===== config.mk =====
export PLATFORM = sky130hd
export DESIGN_NAME = sdr_front
export DESIGN_NICKNAME = d
export VERILOG_FILES = /design/src/rtl/sdr_pkg.sv /design/src/rtl/sdr_front.sv
export SDC_FILE = /design/constraint.sdc
export NUM_CORES = 1
export LEC_CHECK = 0
export BUFFER_PORTS_ARGS = -buffer_cell sky130_fd_sc_hd__buf_2
export CAP_MARGIN = 20
export CORE_MARGIN = 2
export CORE_UTILIZATION = 30
export CTS_BUF_LIST = sky130_fd_sc_hd__clkbuf_4
export DETAILED_ROUTE_END_ITERATION = 7
export PLACE_DENSITY_LB_ADDON = 0.25
export SLEW_MARGIN = 20
export SYNTH_ARGS = -nofsm -noshare
export SYNTH_HDL_FRONTEND = slang
export SYNTH_SLANG_ARGS = --single-unit

===== constraint.sdc =====
create_clock -name clock -period 5.37 [get_ports clock]
set_clock_uncertainty 0.05 [all_clocks]
set_input_delay 0.2685 -clock clock [delete_from_list [all_inputs] [get_ports clock]]
set_output_delay 0.2685 -clock clock [all_outputs]
set_load 0.02 [all_outputs]

===== src/rtl/sdr_pkg.sv =====
// Package for the shifted divide with rounding block.
// Rounding mode codes and the per-beat control struct; no dependencies.
`timescale 1ns / 1ps
`default_nettype none
package sdr_pkg;

   localparam logic [1:0] RND_ZERO = 2'd0;
   localparam logic [1:0] RND_POS  = 2'd1;
   localparam logic [1:0] RND_NEG  = 2'd2;
   localparam logic [1:0] RND_EVEN = 2'd3;

   localparam int unsigned IN_BITS    = 32;
   localparam int unsigned SHIFT_BITS = 5;

   // control that travels with a beat from front to back
   typedef struct packed {
      logic [1:0] mode;
      logic       sgn;
      logic       qneg;
      logic       aneg;
      logic       dz;
   } ctl_type;

endpackage
`default_nettype wire


===== src/rtl/sdr_front.sv =====
// Front end: takes request beats, forms operand magnitudes and signs,
// flags a zero divisor. Depends on sdr_pkg.
`timescale 1ns / 1ps
`default_nettype none
module sdr_front #(
   parameter int unsigned W = 32
) (
   input  wire logic                                 clock,
   input  wire logic                                 reset,
   input  wire logic                                 push,
   output logic                                      full,
   input  wire logic [sdr_pkg::IN_BITS-1:0]          dividend_bits,
   input  wire logic [sdr_pkg::IN_BITS-1:0]          divisor_bits,
   input  wire logic [sdr_pkg::SHIFT_BITS-1:0]       shift_amount,
   input  wire logic [1:0]                           round_mode,
   input  wire logic                                 signed_op,
   output logic                                      out_valid,
   input  wire logic                                 out_full,
   output logic [2*W+sdr_pkg::SHIFT_BITS+$bits(sdr_pkg::ctl_type)-1:0] out_data
);
   logic [W+sdr_pkg::IN_BITS-1:0] a_ext, b_ext;
   logic [W-1:0]                  a, b, am, bm;
   logic                          aneg, bneg;
   sdr_pkg::ctl_type              ctl;
   logic                          valid_ff, valid_in, load;
   logic [2*W+sdr_pkg::SHIFT_BITS+$bits(sdr_pkg::ctl_type)-1:0] data_ff;

   // operand widths follow W; bits above W are dropped
   assign a_ext = {{W{1'b0}}, dividend_bits};
   assign b_ext = {{W{1'b0}}, divisor_bits};
   assign a     = a_ext[W-1:0];
   assign b     = b_ext[W-1:0];

   // classify signs and take magnitudes
   always_comb begin
      aneg     = signed_op && a[W-1];
      bneg     = signed_op && b[W-1];
      am       = aneg ? (~a + 1'b1) : a;
      bm       = bneg ? (~b + 1'b1) : b;
      ctl.mode = round_mode;
      ctl.sgn  = signed_op;
      ctl.qneg = aneg ^ bneg;
      ctl.aneg = aneg;
      ctl.dz   = (bm == '0);
   end

   assign full      = valid_ff && out_full;
   assign load      = push && !full;
   assign out_valid = valid_ff;
   assign out_data  = data_ff;

   // holding register in front of the queue
   always_comb begin
      valid_in = load || (valid_ff && out_full);
   end

   always_ff @(posedge clock) begin
      if (reset) begin
         valid_ff <= 1'b0;
      end else begin
         valid_ff <= valid_in;
      end
   end

   always_ff @(posedge clock) begin
      if (load) begin
         data_ff <= {ctl, shift_amount, bm, am};
      end
   end
endmodule
`default_nettype wire


==> impl_metrics.ini <==
[synth]
ys.warnings.count = 0
synth_compound_area_share_pct = 9.84
postSynthCellCount = 351
yosys.area_share.xor_xnor_pct = 12.9
syn_area_um2 = 4020
synth-adder-area-share_pct = 0.934
yosysTopAreaCell = edfxtp_1
synth_edf_count = 75
synth_seq_area_share_pct = 56.5
synth_top_area_share_pct = 56.0
ys_ff_latch = 76
synth_top_family_by_area = simple AND/OR/NAND/NOR gates
synth_flop_cell = edfxtp_1
ys_top_cells_by_count = edfxtp_1, nor2_1, xor2_1, xnor2_1, nand2_1
synthSimpleGateAreaFrac_pct = 17.3
synth.most_common_cell = edfxtp_1
synth_nets = 430
synthMuxAreaShare_pct = 0.529
ys_top_cells_by_area = edfxtp_1, xor2_1, xnor2_1
ys_types = 49
postSynthAreaPerCell_um2 = 11.5
async_flop_share_pct = 0

[worst_setup_path]
r2r-start = out_valid
cp_data_arrival_time_ps = 3520
endpoint_kind = register
reg2reg_to = out_data[66]
cp_top_family = simple AND/OR/NAND/NOR gates
path_cells = dlygate4sd3_1 -> buf_2 -> inv_1 -> ha_1 -> or3b_2 -> nor4_2 -> and2_1 -> nor2_1 -> o32a_1 -> nor4_1 -> and4_1
max_stage_delay_ps = 710
worstPathMaxFanout = 8
r2r_cells = 3
path_buf_inv = 3
setup.worst_path.start_class = input port
crit_type = input port to register
cp_slowest_cell = nor4_2
crit_required_ps = 5640
r2r_setup_slack_ps = 3100

[sta]
slew_viol_final = 0
hold_viol_final = 0
rsz0062_at_grt = no
holdWs_ps = 89.2
fmax_mhz = 307
tns_ps = 0
max_slew_margin_pct = 41.0
finalCritPeriodShare_pct = 60.6
min_period_ps = 3260
fin_ws_ps = 2110
setup_viol = 0
worst_slew_pin_slew_ps = 884

[finish]
layout.nets = 592
utilization_pct = 39.9
fin_area_um2 = 5260
area_growth_syn_to_layout_pct = 30.8
drive_gt1_share_pct = 34.2
nFillCells = 1328
final_cells = 694
multi_input_comb_area_um2 = 1680
final-seq-area_um2 = 2270

[floorplan]
start_util_pct = 30.5
coreArea_um2 = 13200
row_count = 42
io_pins = 153
die_h_um = 120
die_w_um = 120
die-area_um2 = 14300

[global_route]
track_usage_pct = 14.9
grt_pass1_vias = 3395
overflow = 0
grt_pass1_wl_mm = 16.7
grt_start_max_net_pins = 43
grt_antenna_before_repair = 0

[route]
drcViolationCount = 0
avgViaCountPerCell = 4.92
firstDrtPassIters = 4
ant_nets = 0
routedWlPerCell_um = 15.2
drtIter0Drc = 186
wl_mm = 10.5
vias = 3417

[placed_design]
dp_cells = 667
dp_hpwl_mm = 7.96
place_area_um2 = 4960
gp_congestion = 0.858
dp_slack_ps = 2240
port_buffers = 152

[cts]
cts_tree = yes
ctsHtreeMaxLevel = 3
cts.root.buffer_cell = clkbuf_4
post_cts_buffers = 0
cts_buffer_depth = 2
cts-hold-fix-buffers = 11
ctsResizeCount = 0
cts_num_sinks = 76
clock_latency_ps = 440
cts_buffers = 9
clkTransAtPathRegs_ps = 120

[min_path]
min_path_type = input port to register
worstHoldEndpoint = out_data[30]
hold_path.startpoint = dividend_bits[30]
hold_depth = 2

[status]
status = completed

[power]
p_leak_nw = 2.08
irDropWorstVdd_v = 0.000106
seqPwrFrac_pct = 50.2
clockPowerShare_pct = 31.1
switchingPower_mw = 0.384
intPower_mw = 1.05
sw_frac_of_total_pct = 26.7
p_total_mw = 1.44
combPwrFrac_pct = 18.7
power.density_nw_per_um2 = 273

[job]
drv_cap = 0
## power by group through the flow
stage / clock network (mW) / registers, mW / logic [mW]
final: 0.446 / 0.721 / 0.269
after global routing: 0.479 / 0.726 / 0.294
after CTS: 0.463 / 0.722 / 0.272
after detailed placement: 0 / 0.735 / 0.264
after global placement: 0 / 0.735 / 0.261
after floorplan: 0 / 0.798 / 0.0931
## kinds of logic (layout without fill, tap and decap cells)
kind of cell | Yosys count | in the layout
AOI/OAI and AO/OA | 61 | 61
xor gates and xnor gates | 59 | 59
adders and majority gates | 3 | 3
buffers and inverters | 19 | 185
DFF | 76 | 76
muxes | 2 | 2
other | 0 | 1
and+or+nand+nor | 131 | 131
## worst max-delay path by stage
stage | start | endpoint | slack [ps] | depth (start not counted)
3_3_place_gp | divisor_bits[1] | out_data[69] | 2320 | 10
2_1_floorplan | out_valid | out_data[0] | 840 | 2
4_1_cts | divisor_bits[0] | out_data[69] | 2180 | 11
3_5_place_dp | divisor_bits[0] | out_data[69] | 2240 | 10
5_1_grt | divisor_bits[0] | out_data[69] | 1880 | 11
6_report | divisor_bits[0] | out_data[69] | 2110 | 11
## cells in the final DEF (no fill, tap or decap), drive strengths merged, types with 2 or more instances in the layout
cell type / count
a211oi: 2
a21oi: 15
a31oi: 8
and2: 7
and3: 3
buf: 154
bufinv: 3
clkbuf: 11
dlygate4sd3: 11
edfxtp: 75
ha: 3
inv: 5
nand2: 26
nand2b: 3
nand3: 2
nor2: 34
nor2b: 3
nor3: 14
nor4: 16
o21ai: 16
o31ai: 6
o41ai: 6
or2: 2
or3: 3
or4: 8
or4b: 2
xnor2: 26
xor2: 33
## metal layers
layer	vias to the layer above	track usage [%]	part of all wire (%)
met3	17	3.94	8.7
met1	1601	17.4	40
li1	1645	-	-
met5	-	0	0
met2	154	24.9	48
met4	0	8.16	3.0
## flip-flops by register name, indices dropped and copies added, names as in the netlist
name,cells
out_data,75
out_valid,1
## area by class of cell
| cell class | count | share of cell area, % |
|---|---|---|
| antenna | 1 | 0.0476 |
| clock buffer | 11 | 1.57 |
| inverter | 5 | 0.357 |
| sequential | 76 | 43.2 |
| multi-input combinational | 256 | 31.9 |
| clock inverter | 4 | 1.88 |
| timing repair buffer | 165 | 16.9 |
| tap | 176 | 4.19 |
Power figures use the tool's default switching activity.
