## src/rtl/sdr_fifo.sv

```systemverilog
// Two-entry queue for packed beats.
// Standalone; used between front and back and on the result side.
`timescale 1ns / 1ps
`default_nettype none
module sdr_fifo #(
   parameter int unsigned DATA_BITS = 8
) (
   input  wire logic                 clock,
   input  wire logic                 reset,
   input  wire logic                 push,
   input  wire logic [DATA_BITS-1:0] push_data,
   output logic                      full,
   input  wire logic                 pop,
   output logic [DATA_BITS-1:0]      pop_data,
   output logic                      empty
);
   localparam int unsigned DEPTH = 2;

   logic [DATA_BITS-1:0] mem_ff [DEPTH];
   logic                 wr_ptr_ff, wr_ptr_in;
   logic                 rd_ptr_ff, rd_ptr_in;
   logic [1:0]           count_ff, count_in;
   logic                 do_push, do_pop;

   assign full     = (count_ff == 2'(DEPTH));
   assign empty    = (count_ff == 2'd0);
   assign pop_data = mem_ff[rd_ptr_ff];
   assign do_push  = push && !full;
   assign do_pop   = pop && !empty;

   // pointer and count update
   always_comb begin
      wr_ptr_in = do_push ? ~wr_ptr_ff : wr_ptr_ff;
      rd_ptr_in = do_pop ? ~rd_ptr_ff : rd_ptr_ff;
      count_in  = count_ff + 2'(do_push) - 2'(do_pop);
   end

   always_ff @(posedge clock) begin
      if (reset) begin
         wr_ptr_ff <= 1'b0;
         rd_ptr_ff <= 1'b0;
         count_ff  <= 2'd0;
      end else begin
         wr_ptr_ff <= wr_ptr_in;
         rd_ptr_ff <= rd_ptr_in;
         count_ff  <= count_in;
      end
   end

   // storage
   always_ff @(posedge clock) begin
      if (do_push) begin
         mem_ff[wr_ptr_ff] <= push_data;
      end
   end
endmodule
`default_nettype wire

```

## config.mk

```make
export PLATFORM = sky130hd
export DESIGN_NAME = sdr_fifo
export DESIGN_NICKNAME = d
export VERILOG_FILES = /design/src/rtl/sdr_fifo.sv
export SDC_FILE = /design/constraint.sdc
export NUM_CORES = 1
export LEC_CHECK = 0
export ABC_AREA = 1
export CAP_MARGIN = 20
export CORE_MARGIN = 4
export CORE_UTILIZATION = 55
export CTS_BUF_LIST = sky130_fd_sc_hd__clkbuf_16
export DETAILED_ROUTE_END_ITERATION = 16
export DONT_BUFFER_PORTS = 1
export PLACE_DENSITY = 0.7
export SETUP_SLACK_MARGIN = 0.4
export SYNTH_ARGS = -nofsm -noshare
export SYNTH_HDL_FRONTEND = slang
export SYNTH_SLANG_ARGS = --single-unit
```

## constraint.sdc

```tcl
create_clock -name clock -period 1.8 [get_ports clock]
set_input_delay 0.18 -clock clock [delete_from_list [all_inputs] [get_ports clock]]
set_output_delay 0.18 -clock clock [all_outputs]
set_load 0.01 [all_outputs]
```

==> run_results.csv, run 1 <==
group,metric,value,unit
critical_path,rr_worst_depth,9,
synth,ys_warn_count,0,
cts,cts_tree,"built",
synth,yosysSeqAreaShare,66.9,%
synth,yosysTopAreaCell,"edfxtp_1",
power,power_density,1600,nW/um^2
timing,fmax,689,MHz
die,dieArea,2280,sq um
power,ir_drop,1.14,mV
min_path,min_path_cells,0,
layout,ff_latch_area,589,sq um
synth,async_flop_share,0,%
power,clockPowerShare,26.5,%
cts,cts_max_level,1,
cts,cts_buffers,3,
die,dieHeight,47.7,microns
global_route,grt_max_degree,12,
critical_path,ff2ff_setup_slack,0.35,ns
power,sw_frac_of_total,29.5,%
placement,placed_cells,80,
drt,wl_per_cell,14.7,microns
min_path,min_from,"push_data[5]",
synth,synthTopCellsByArea,"edfxtp_1 (55%), mux2_4 (14%), dfxtp_1 (12%)",
synth,synth_edf_count,16,
global_route,grt_pass1_wl,1700,microns
layout,fin_cells,88,
timing,hold_slack,0.0235,ns
power,seqPwrFrac,42.8,%
drt,dr.pass1.iters,4,
critical_path,critical_path.endpoint_type,"flip-flop",
die,coreArea,1510,sq um
timing,clock_skew,0.00213,ns
drt,route.met2.wl,689,microns
die,start_util,57.6,%
timing,finalMaxSlewViolations,0,
layout,antennaDiodeCount,0,
min_path,hold_path_end,"mem_ff[0][5]$_DFFE_PP_",
critical_path,critPathKind,"reg -> reg",
critical_path,critical_path_arrival,1.59,ns
cts,clock-sinks,21,
layout,multiInputGateArea,293,sq um
critical_path,path_max_fanout,3,
drt,vias_per_cell,5.14,
critical_path,timing.rr.end,"count_ff[1]$_SDFF_PP0_",
drt,dr_wl_met3,99,microns
layout,area_growth,21.9,%
run_status,status,"finished clean",
layout,fillers,106,
min_path,min_path_type,"in -> reg",
timing,hold_viol,0,
die,die_x,47.7,microns
timing,relSlewSlack,78.3,%
timing,tightest_slew,0.326,ns
global_route,grt_overflow,0,
die,core.rowCount,14,
timing,period_needed,1.45,ns
die,io_pins,22,
layout,nNetsFinal,87,
synth,synth-main-ff-cell,"edfxtp_1",
critical_path,cp-start-kind,"flip-flop",
synth,synth.most_common_cell,"edfxtp_1",
timing,finalSetupViolations,0,
critical_path,cp.required,1.94,ns
synth,syn_inst,64,
drt,routed_wl,1290,microns
cts,clock_latency,0.25,ns
synth,synth_seq_cells,21,
power,p_sw,0.500,mW
global_route,grt_pass1_vias,394,
timing,rsz0062_at_grt,"true",
job,maxCapViolCount,0,
drt,drt-initial-drc-count,6,
power,power,1.69,mW
synth,syn_nets,78,
cts,clock_path_buffers,2,
timing,final.setup.tns,0,ns
synth,avgSynthCellArea,13.6,sq um
synth,netlist_top_cells_count,"edfxtp_1 (16), inv_1 (10), mux2_4 (8), nand2_1 (8), nor2_1 (7)",
power,p_comb_share,30.7,%
synth,synth_top_area_share,55.3,%
drt,post-route-drc-count,0,
drt,wl_met1,479,microns
cts,clk_pin_slew,0.05,ns
synth,ys_types,11,
timing,finalCritPeriodShare,80.7,%
global_route,grt_use_total,11.6,%
global_route,antenna_found_initial,0,
placement,port_buffers,0,
drt,top_layer,"met4",
drt,drtAntennaViolNets,0,
drt,route.vias.total,452,
layout,drive_gt1_share,43.1,%
critical_path,r2r_start,"count_ff[1]$_SDFF_PP0_",
power,leakage,0.433,nW
placement,gp_congestion,0.647,
cts,cts_root_buf,"clkbuf_16",
placement,place_hpwl,836,microns
power,internal-power,1.19,mW
synth,synth.cell_area,868,sq um
layer usage:
layer | GRT usage (%) | vias to the layer above
met5 | 0 | -
met4 | 6.45 | 0
met3 | 4.14 | 2
met2 | 20.8 | 14
met1 | 11.4 | 207
li1 | - | 229
registers in the layout (all words and copies together), names as in the netlist, named ones only:
signal and cells:
mem_ff 16, wr_ptr_ff 1, rd_ptr_ff 1, count_ff 2
what timing repair did:
item / CTS / global route
resized for setup: 5 / 11
pin swaps: 2 / 4
setup buffers: 1 / 2
hold buffers: 1 / 0
endpoints found under the setup margin: 9 / 2
hold endpoints to repair: 1 / 0
placed cells by master, fill, tap and decap left out, types with 2 or more instances in the layout:
cell type / count
nor2_4: 2
nor2_1: 7
edfxtp_1: 16
nand2_1: 4
ha_4: 2
nand3_1: 2
dfxtp_1: 2
buf_4: 4
clkbuf_16: 3
nand2_2: 4
mux2_4: 8
dfxtp_4: 2
inv_1: 8
inv_2: 3
worst max path at each step:
stage | from | to | slack, ns | cells after the start
after floorplan | count_ff[0]$_SDFF_PP0_ | count_ff[1]$_SDFF_PP0_ | 0.40 | 10
after global placement | count_ff[0]$_SDFF_PP0_ | count_ff[1]$_SDFF_PP0_ | 0.31 | 10
after detailed placement | count_ff[0]$_SDFF_PP0_ | count_ff[1]$_SDFF_PP0_ | 0.29 | 10
after CTS | count_ff[0]$_SDFF_PP0_ | count_ff[1]$_SDFF_PP0_ | 0.37 | 10
after global routing | count_ff[1]$_SDFF_PP0_ | count_ff[1]$_SDFF_PP0_ | 0.29 | 9
final | count_ff[1]$_SDFF_PP0_ | count_ff[1]$_SDFF_PP0_ | 0.35 | 9
power groups by stage:
stage	Combinational [mW]	Clock [mW]	Sequential, mW
after floorplan	0.372	0	0.679
after detailed placement	0.394	0	0.714
after global placement	0.384	0	0.710
final	0.519	0.449	0.725
after global routing	0.575	0.478	0.736
after CTS	0.417	0.454	0.715
critical path: stages (launching register included):
cell and delay [ns]:
dfxtp_4 0.36, nor2_4 0.17, nor2_4 0.07, ha_4 0.26, inv_2 0.03, ha_4 0.15
inv_2 0.05, nand2_2 0.06, a21oi_2 0.14, nor2_1 0.06
stage by stage:
step,util [%],setup slack (ns),cell area (sq um)
global route,70.3,0.285,1060
floorplan,-,0.404,877
CTS,66.3,0.366,998
global placement,59.3,0.313,893
detailed placement,59.3,0.288,893
finish,70.3,0.348,1060
cell families (layout without fill, tap and decap cells):
| logic type | count (synthesis) | after routing | share of synthesized area (%) |
|---|---|---|---|
| simple gates | 20 | 20 | 9.65 |
| fa+ha+maj | 2 | 2 | 2.88 |
| compound gates | 2 | 2 | 1.15 |
| mux | 8 | 8 | 13.8 |
| buf+inv | 11 | 19 | 5.62 |
| flops | 21 | 21 | 66.9 |
final cells by class:
| class | count | area share, % |
|---|---|---|
| sequential | 21 | 55.7 |
| tap | 16 | 1.89 |
| inverter | 10 | 3.55 |
| clock inverter | 1 | 0.355 |
| clock buffer | 3 | 7.09 |
| timing repair buffer | 5 | 3.78 |
| multi-input combinational | 32 | 27.7 |
Power figures use the tool's default switching activity.
==> run 2: changes to the inputs <==
--- a/config.mk
+++ b/config.mk
@@ -5,7 +5,7 @@
 export SDC_FILE = /design/constraint.sdc
 export NUM_CORES = 1
 export LEC_CHECK = 0
-export ABC_AREA = 1
+export ABC_AREA = 0
 export CAP_MARGIN = 20
 export CORE_MARGIN = 4
 export CORE_UTILIZATION = 55
==> constraint.sdc (replaced) <==
create_clock -name clock -period 1.45 [get_ports clock]
set_input_delay 0.145 -clock clock [delete_from_list [all_inputs] [get_ports clock]]
set_output_delay 0.145 -clock clock [all_outputs]
set_load 0.01 [all_outputs]
==> run_results.csv, run 2 <==
group,metric,value,unit
job,maxCapViolCount,0,
layout,drive_gt1_share,55.7,%
synth,netlist_top_cells_count,"edfxtp_1 (16), dfxtp_1 (5), mux2_1 (5)",
die,io_pins,22,
critical_path,crit_chain,"o21a_4, ha_4, inv_2, ha_4, xor2_2, and2_4, nor3_4",
global_route,grt_max_degree,12,
timing,fmax,636,MHz
die,core.rowCount,13,
layout,fin_cells,85,
synth,ys_types,21,
synth,synth_top_area_share,59.3,%
layout,area_growth,48.8,%
die,start_util,60.1,%
synth,synthTopCellsByArea,"edfxtp_1 (59%), dfxtp_1 (12%), mux2_1 (6.9%)",
critical_path,max_stage_delay,0.34,ns
cts,clock-sinks,21,
run_status,status,"complete, but fails checks",
synth,syn_inst,52,
timing,clock_skew,0.00657,ns
global_route,grt_use_total,18.4,%
critical_path,critPathKind,"reg -> reg",
timing,period_needed,1.57,ns
timing,rsz0062_at_grt,"true",
run_status,violations,"negative hold slack, negative setup slack",
critical_path,cp_num_cells,7,
layout,largest_reg_flops,16,
die,die_x,46.4,microns
drt,drt-initial-drc-count,14,
timing,hold_slack,-0.0520,ns
synth,syn_nets,66,
drt,vias_per_cell,5.88,
critical_path,crit_family,"adder cells",
synth,synth_edf_count,16,
timing,final.setup.tns,-0.820,ns
cts,cts_tree,"built",
power,power_density,2010,nW/um^2
power,power,2.42,mW
critical_path,path_max_fanout,3,
die,dieArea,2150,sq um
placement,gp_congestion,0.626,
layout,top_regs,"mem_ff: 16 flops, count_ff: 2 flops",
timing,fin_ws,-0.122,ns
layout,final_cell_mix,"edfxtp_1 (16), mux2_4 (8), dlygate4sd3_1 (8), buf_6 (4)",
timing,finalSetupViolations,9,
critical_path,cp-start-kind,"flip-flop",
die,coreArea,1350,sq um
die,dieHeight,46.4,microns
critical_path,cp.required,1.62,ns
drt,routed_wl,1970,microns
synth,async_flop_share,0,%
placement,port_buffers,0,
synth,yosysSeqAreaShare,71.6,%
drt,dr.pass1.iters,4,
cts,clk_pin_slew,0.05,ns
timing,finalMaxSlewViolations,0,
timing,relSlewSlack,83.8,%
cts,cts_buffers,3,
synth,synth.cell_area,811,sq um
layout,nNetsFinal,85,
cts,cts_max_level,1,
global_route,antenna_found_initial,0,
min_path,min_path_cells,1,
cts,clock_latency,0.25,ns
min_path,min_path_type,"in -> reg",
layout,top_register,"mem_ff",
global_route,grt_pass1_wl,2590,microns
placement,placed_cells,69,
critical_path,cp_slowest_cell,"dfxtp_2",
synth,synth-main-ff-cell,"edfxtp_1",
timing,finalCritPeriodShare,108,%
timing,tightest_slew,0.241,ns
synth,synth.most_common_cell,"edfxtp_1",
synth,ys_warn_count,0,
critical_path,path_buf_inv,1,
critical_path,crit_top_cell,"ha_4",
synth,synth_seq_cells,21,
cts,clock_path_buffers,2,
critical_path,critical_path.endpoint_type,"flip-flop",
layout,layout_commonest_cell,"edfxtp_1",
layout,antennaDiodeCount,0,
critical_path,rr_worst_depth,7,
synth,yosysTopAreaCell,"edfxtp_1",
cts,cts_root_buf,"clkbuf_16",
drt,post-route-drc-count,0,
critical_path,critical_path_arrival,1.74,ns
drt,wl_per_cell,23.1,microns
drt,route.vias.total,500,
synth,avgSynthCellArea,15.6,sq um
timing,hold_viol,5,
power,ir_drop,1.77,mV
global_route,grt_overflow,0,
drt,drtAntennaViolNets,0,
global_route,grt_pass1_vias,515,
cts,cts_hold_buf,8,
placement,place_hpwl,1050,microns
power,leakage,0.463,nW
[run 2: changes by cell type after synthesis, moves of 5 or more]
cell	before	now
inv_1	10	3
mux2_4	8	0
mux2_1	0	5
nand2_1	8	1
[run 2: worst paths after layout]
check / startpoint / end / slack [ns]
worst min-delay path: reset / count_ff[0]$_SDFF_PP0_ / -0.05
worst min register to register: wr_ptr_ff$_SDFFE_PP0P_ / wr_ptr_ff$_SDFFE_PP0P_ / 0.57
worst max-delay path: count_ff[0]$_SDFF_PP0_ / count_ff[1]$_SDFF_PP0_ / -0.12
worst max register to register: count_ff[0]$_SDFF_PP0_ / count_ff[1]$_SDFF_PP0_ / -0.12
[run 2: area by class of cell]
cell class,count,area [sq um]
fill,39,144
timing repair buffer,15,148
tap,15,18.8
inverter,4,25.0
clock buffer,3,75.1
sequential,21,587
multi-input combinational,26,349
clock inverter,1,3.75
[run 2: routing by layer]
metal	up-vias	track usage (%)	share of wire [%]
met2	14	32.1	56
met5	-	0	0
met3	8	5.86	3.8
li1	221	-	-
met4	0	6.25	2.6
met1	257	20.9	38
[run 2: repair_timing]
action | in CTS | in global routing
pin swaps | 1 | 8
buffers inserted | 0 | 4
hold endpoints to repair | 21 | 5
endpoints found under the setup margin | 28 | 30
gates resized for setup | 22 | 14
[run 2: where the power goes]
| group | switching (mW) | internal (mW) | leakage (nW) |
|---|---|---|---|
| clock | 0.198 | 0.367 | 0.0423 |
| combinational | 0.411 | 0.534 | 0.228 |
| sequential | 0.118 | 0.793 | 0.192 |
| total | 0.727 | 1.69 | 0.463 |
[run 2: logic make-up after synthesis]
group | Yosys count | share of synthesized area [%]
flip-flops | 21 | 71.6
AND/OR/NAND/NOR | 11 | 7.25
AO/OA/AOI/OAI | 3 | 2.31
adder cells (fa/ha/maj) | 2 | 3.09
multiplexers | 8 | 11.1
XOR/XNOR | 2 | 2.16
buffers and inverters | 5 | 2.47
[run 2: metrics by stage]
step                instance area (sq um)  hold slack [ns]  utilization, %  setup slack (ns)
floorplan                             852            0.209               -         -0.000209
global placement                      888            0.211            65.8            0.0293
detailed placement                    888            0.216            65.8           -0.0399
CTS                                  1110          -0.0497            82.0           -0.0385
global route                         1210          -0.0598            89.3            -0.193
finish                               1210          -0.0520            89.3            -0.122
==> run 3: changes to the inputs <==
--- a/config.mk
+++ b/config.mk
@@ -7,12 +7,14 @@
 export LEC_CHECK = 0
 export ABC_AREA = 0
 export CAP_MARGIN = 20
+export CELL_PAD_IN_SITES_DETAIL_PLACEMENT = 2
+export CELL_PAD_IN_SITES_GLOBAL_PLACEMENT = 2
 export CORE_MARGIN = 4
-export CORE_UTILIZATION = 55
+export CORE_UTILIZATION = 39
 export CTS_BUF_LIST = sky130_fd_sc_hd__clkbuf_16
 export DETAILED_ROUTE_END_ITERATION = 16
 export DONT_BUFFER_PORTS = 1
-export PLACE_DENSITY = 0.7
+export PLACE_DENSITY_LB_ADDON = 0.1
 export SETUP_SLACK_MARGIN = 0.4
 export SYNTH_ARGS = -nofsm -noshare
 export SYNTH_HDL_FRONTEND = slang
==> run_results.csv, run 3 (synthesis results as in run 2) <==
group,metric,value,unit
die,die_x,53.6,microns
run_status,violations,"negative hold slack, negative setup slack",
drt,dr.pass1.iters,4,
die,coreArea,1960,sq um
global_route,grt_overflow,0,
critical_path,path_buf_inv,1,
global_route,grt_max_degree,12,
global_route,grt_use_total,16.2,%
timing,relSlewSlack,87.9,%
critical_path,path_max_fanout,3,
drt,vias_per_cell,4.88,
min_path,min_path_type,"in -> reg",
layout,final_cell_mix,"edfxtp_1 (16), mux2_4 (8), dlygate4sd3_1 (8)",
timing,clock_skew,0.00331,ns
layout,drive_gt1_share,55.1,%
power,seqPwrFrac,38.9,%
power,clockPowerShare,24.1,%
timing,finalSetupViolations,1,
power,ir_drop,1.16,mV
layout,top_regs,"mem_ff: 16 flops, count_ff: 2 flops",
die,core.rowCount,16,
placement,place_hpwl,1150,microns
drt,routed_wl,2170,microns
critical_path,critical_path_arrival,1.72,ns
cts,cts_buffers,3,
critical_path,crit_family,"adder cells",
drt,wl_per_cell,22.6,microns
layout,nNetsFinal,84,
placement,gp_congestion,0.627,
layout,largest_reg_flops,16,
cts,cts_root_buf,"clkbuf_16",
cts,cts_max_level,1,
placement,placed_area,896,sq um
timing,finalCritPeriodShare,107,%
cts,cts_hold_buf,8,
layout,fin_area,1200,sq um
timing,final.setup.tns,-0.101,ns
drt,route.vias.total,468,
cts,clock_latency,0.25,ns
timing,hold_viol,5,
layout,layout_commonest_cell,"edfxtp_1",
drt,drtAntennaViolNets,0,
power,internal-power,1.64,mW
critical_path,cp_slowest_cell,"dfxtp_4",
die,start_util,41.3,%
critical_path,cp-start-kind,"flip-flop",
placement,port_buffers,0,
cts,clk_pin_slew,0.06,ns
die,io_pins,22,
drt,drt-initial-drc-count,5,
critical_path,max_stage_delay,0.35,ns
timing,tightest_slew,0.181,ns
timing,hold_slack,-0.0528,ns
timing,period_needed,1.55,ns
job,maxCapViolCount,0,
drt,post-route-drc-count,0,
layout,antennaDiodeCount,0,
timing,fin_ws,-0.101,ns
power,p_sw,0.724,mW
layout,fin_cells,96,
global_route,grt_pass1_vias,531,
critical_path,crit_top_cell,"ha_4",
layout,fillers,175,
power,power_density,1970,nW/um^2
power,p_comb_share,37.0,%
timing,finalMaxSlewViolations,0,
layout,area_growth,48.3,%
critical_path,crit_chain,"o21a_4, ha_4, inv_2, ha_4, xor2_2, and2_4, nor3_2",
die,dieHeight,53.6,microns
power,sw_frac_of_total,30.6,%
cts,clock-sinks,21,
timing,rsz0062_at_grt,"true",
layout,top_register,"mem_ff",
critical_path,critPathKind,"reg -> reg",
critical_path,cp.required,1.62,ns
run_status,status,"complete, but fails checks",
critical_path,critical_path.endpoint_type,"flip-flop",
placement,placed_cells,80,
cts,cts_tree,"built",
cts,clock_path_buffers,2,
die,dieArea,2870,sq um
global_route,grt_pass1_wl,3090,microns
power,leakage,0.452,nW
timing,fmax,645,MHz
global_route,antenna_found_initial,0,
## run 3: per-layer routing
layer  track usage [%]  routed length, microns  up-vias
met5                 0                       0        -
met4              3.83                      46        0
met2              29.8                    1140       14
li1                  -                       -      216
met3              3.88                      92        4
met1              18.8                     884      234
## run 3: final timing paths
path,start,endpoint,slack (ns),cells after the start
hold reg to reg,wr_ptr_ff$_SDFFE_PP0P_,wr_ptr_ff$_SDFFE_PP0P_,0.48,2
hold / removal,reset,wr_ptr_ff$_SDFFE_PP0P_,-0.05,1
setup reg to reg,count_ff[0]$_SDFF_PP0_,count_ff[1]$_SDFF_PP0_,-0.10,7
setup / recovery,count_ff[0]$_SDFF_PP0_,count_ff[1]$_SDFF_PP0_,-0.10,7
## run 3: repair_timing
item	in CTS	in global routing
endpoints found under the setup margin	29	29
endpoints found under the hold margin	21	5
gates resized for setup	25	11
setup buffers	1	3
pin swaps	1	2
## run 3: layout make-up
cell class	instances	area (sq um)	area share (%)
Sequential cell	21	589	49.0
Inverter	4	25.0	2.08
Multi-Input combinational cell	26	339	28.2
Clock inverter	1	3.75	0.312
Timing Repair Buffer	14	136	11.3
Clock buffer	3	75.1	6.24
Tap cell	27	33.8	2.81
## run 3: per-stage QoR
stage,total power [mW],setup WS (ns),util [%]
3_3_place_gp,1.36,-0.0296,45.7
2_1_floorplan,1.27,-0.000209,-
4_1_cts,2.18,-0.0688,57.9
3_5_place_dp,1.41,-0.0972,45.7
6_report,2.37,-0.101,61.3
5_1_grt,2.50,-0.148,61.3
## run 3: worst register-to-register path: stages, from the launching register on
cell	delay (ns)
dfxtp_4	0.35
o21a_4	0.23
ha_4	0.26
inv_2	0.04
ha_4	0.15
xor2_2	0.15
and2_4	0.17
nor3_2	0.12
## run 3: power groups by stage
stage | Combinational, mW | Sequential, mW | Clock, mW
after global routing | 0.949 | 0.935 | 0.619
final | 0.875 | 0.921 | 0.570
after global placement | 0.475 | 0.881 | 0
after CTS | 0.706 | 0.907 | 0.564
after floorplan | 0.426 | 0.848 | 0
after detailed placement | 0.509 | 0.898 | 0
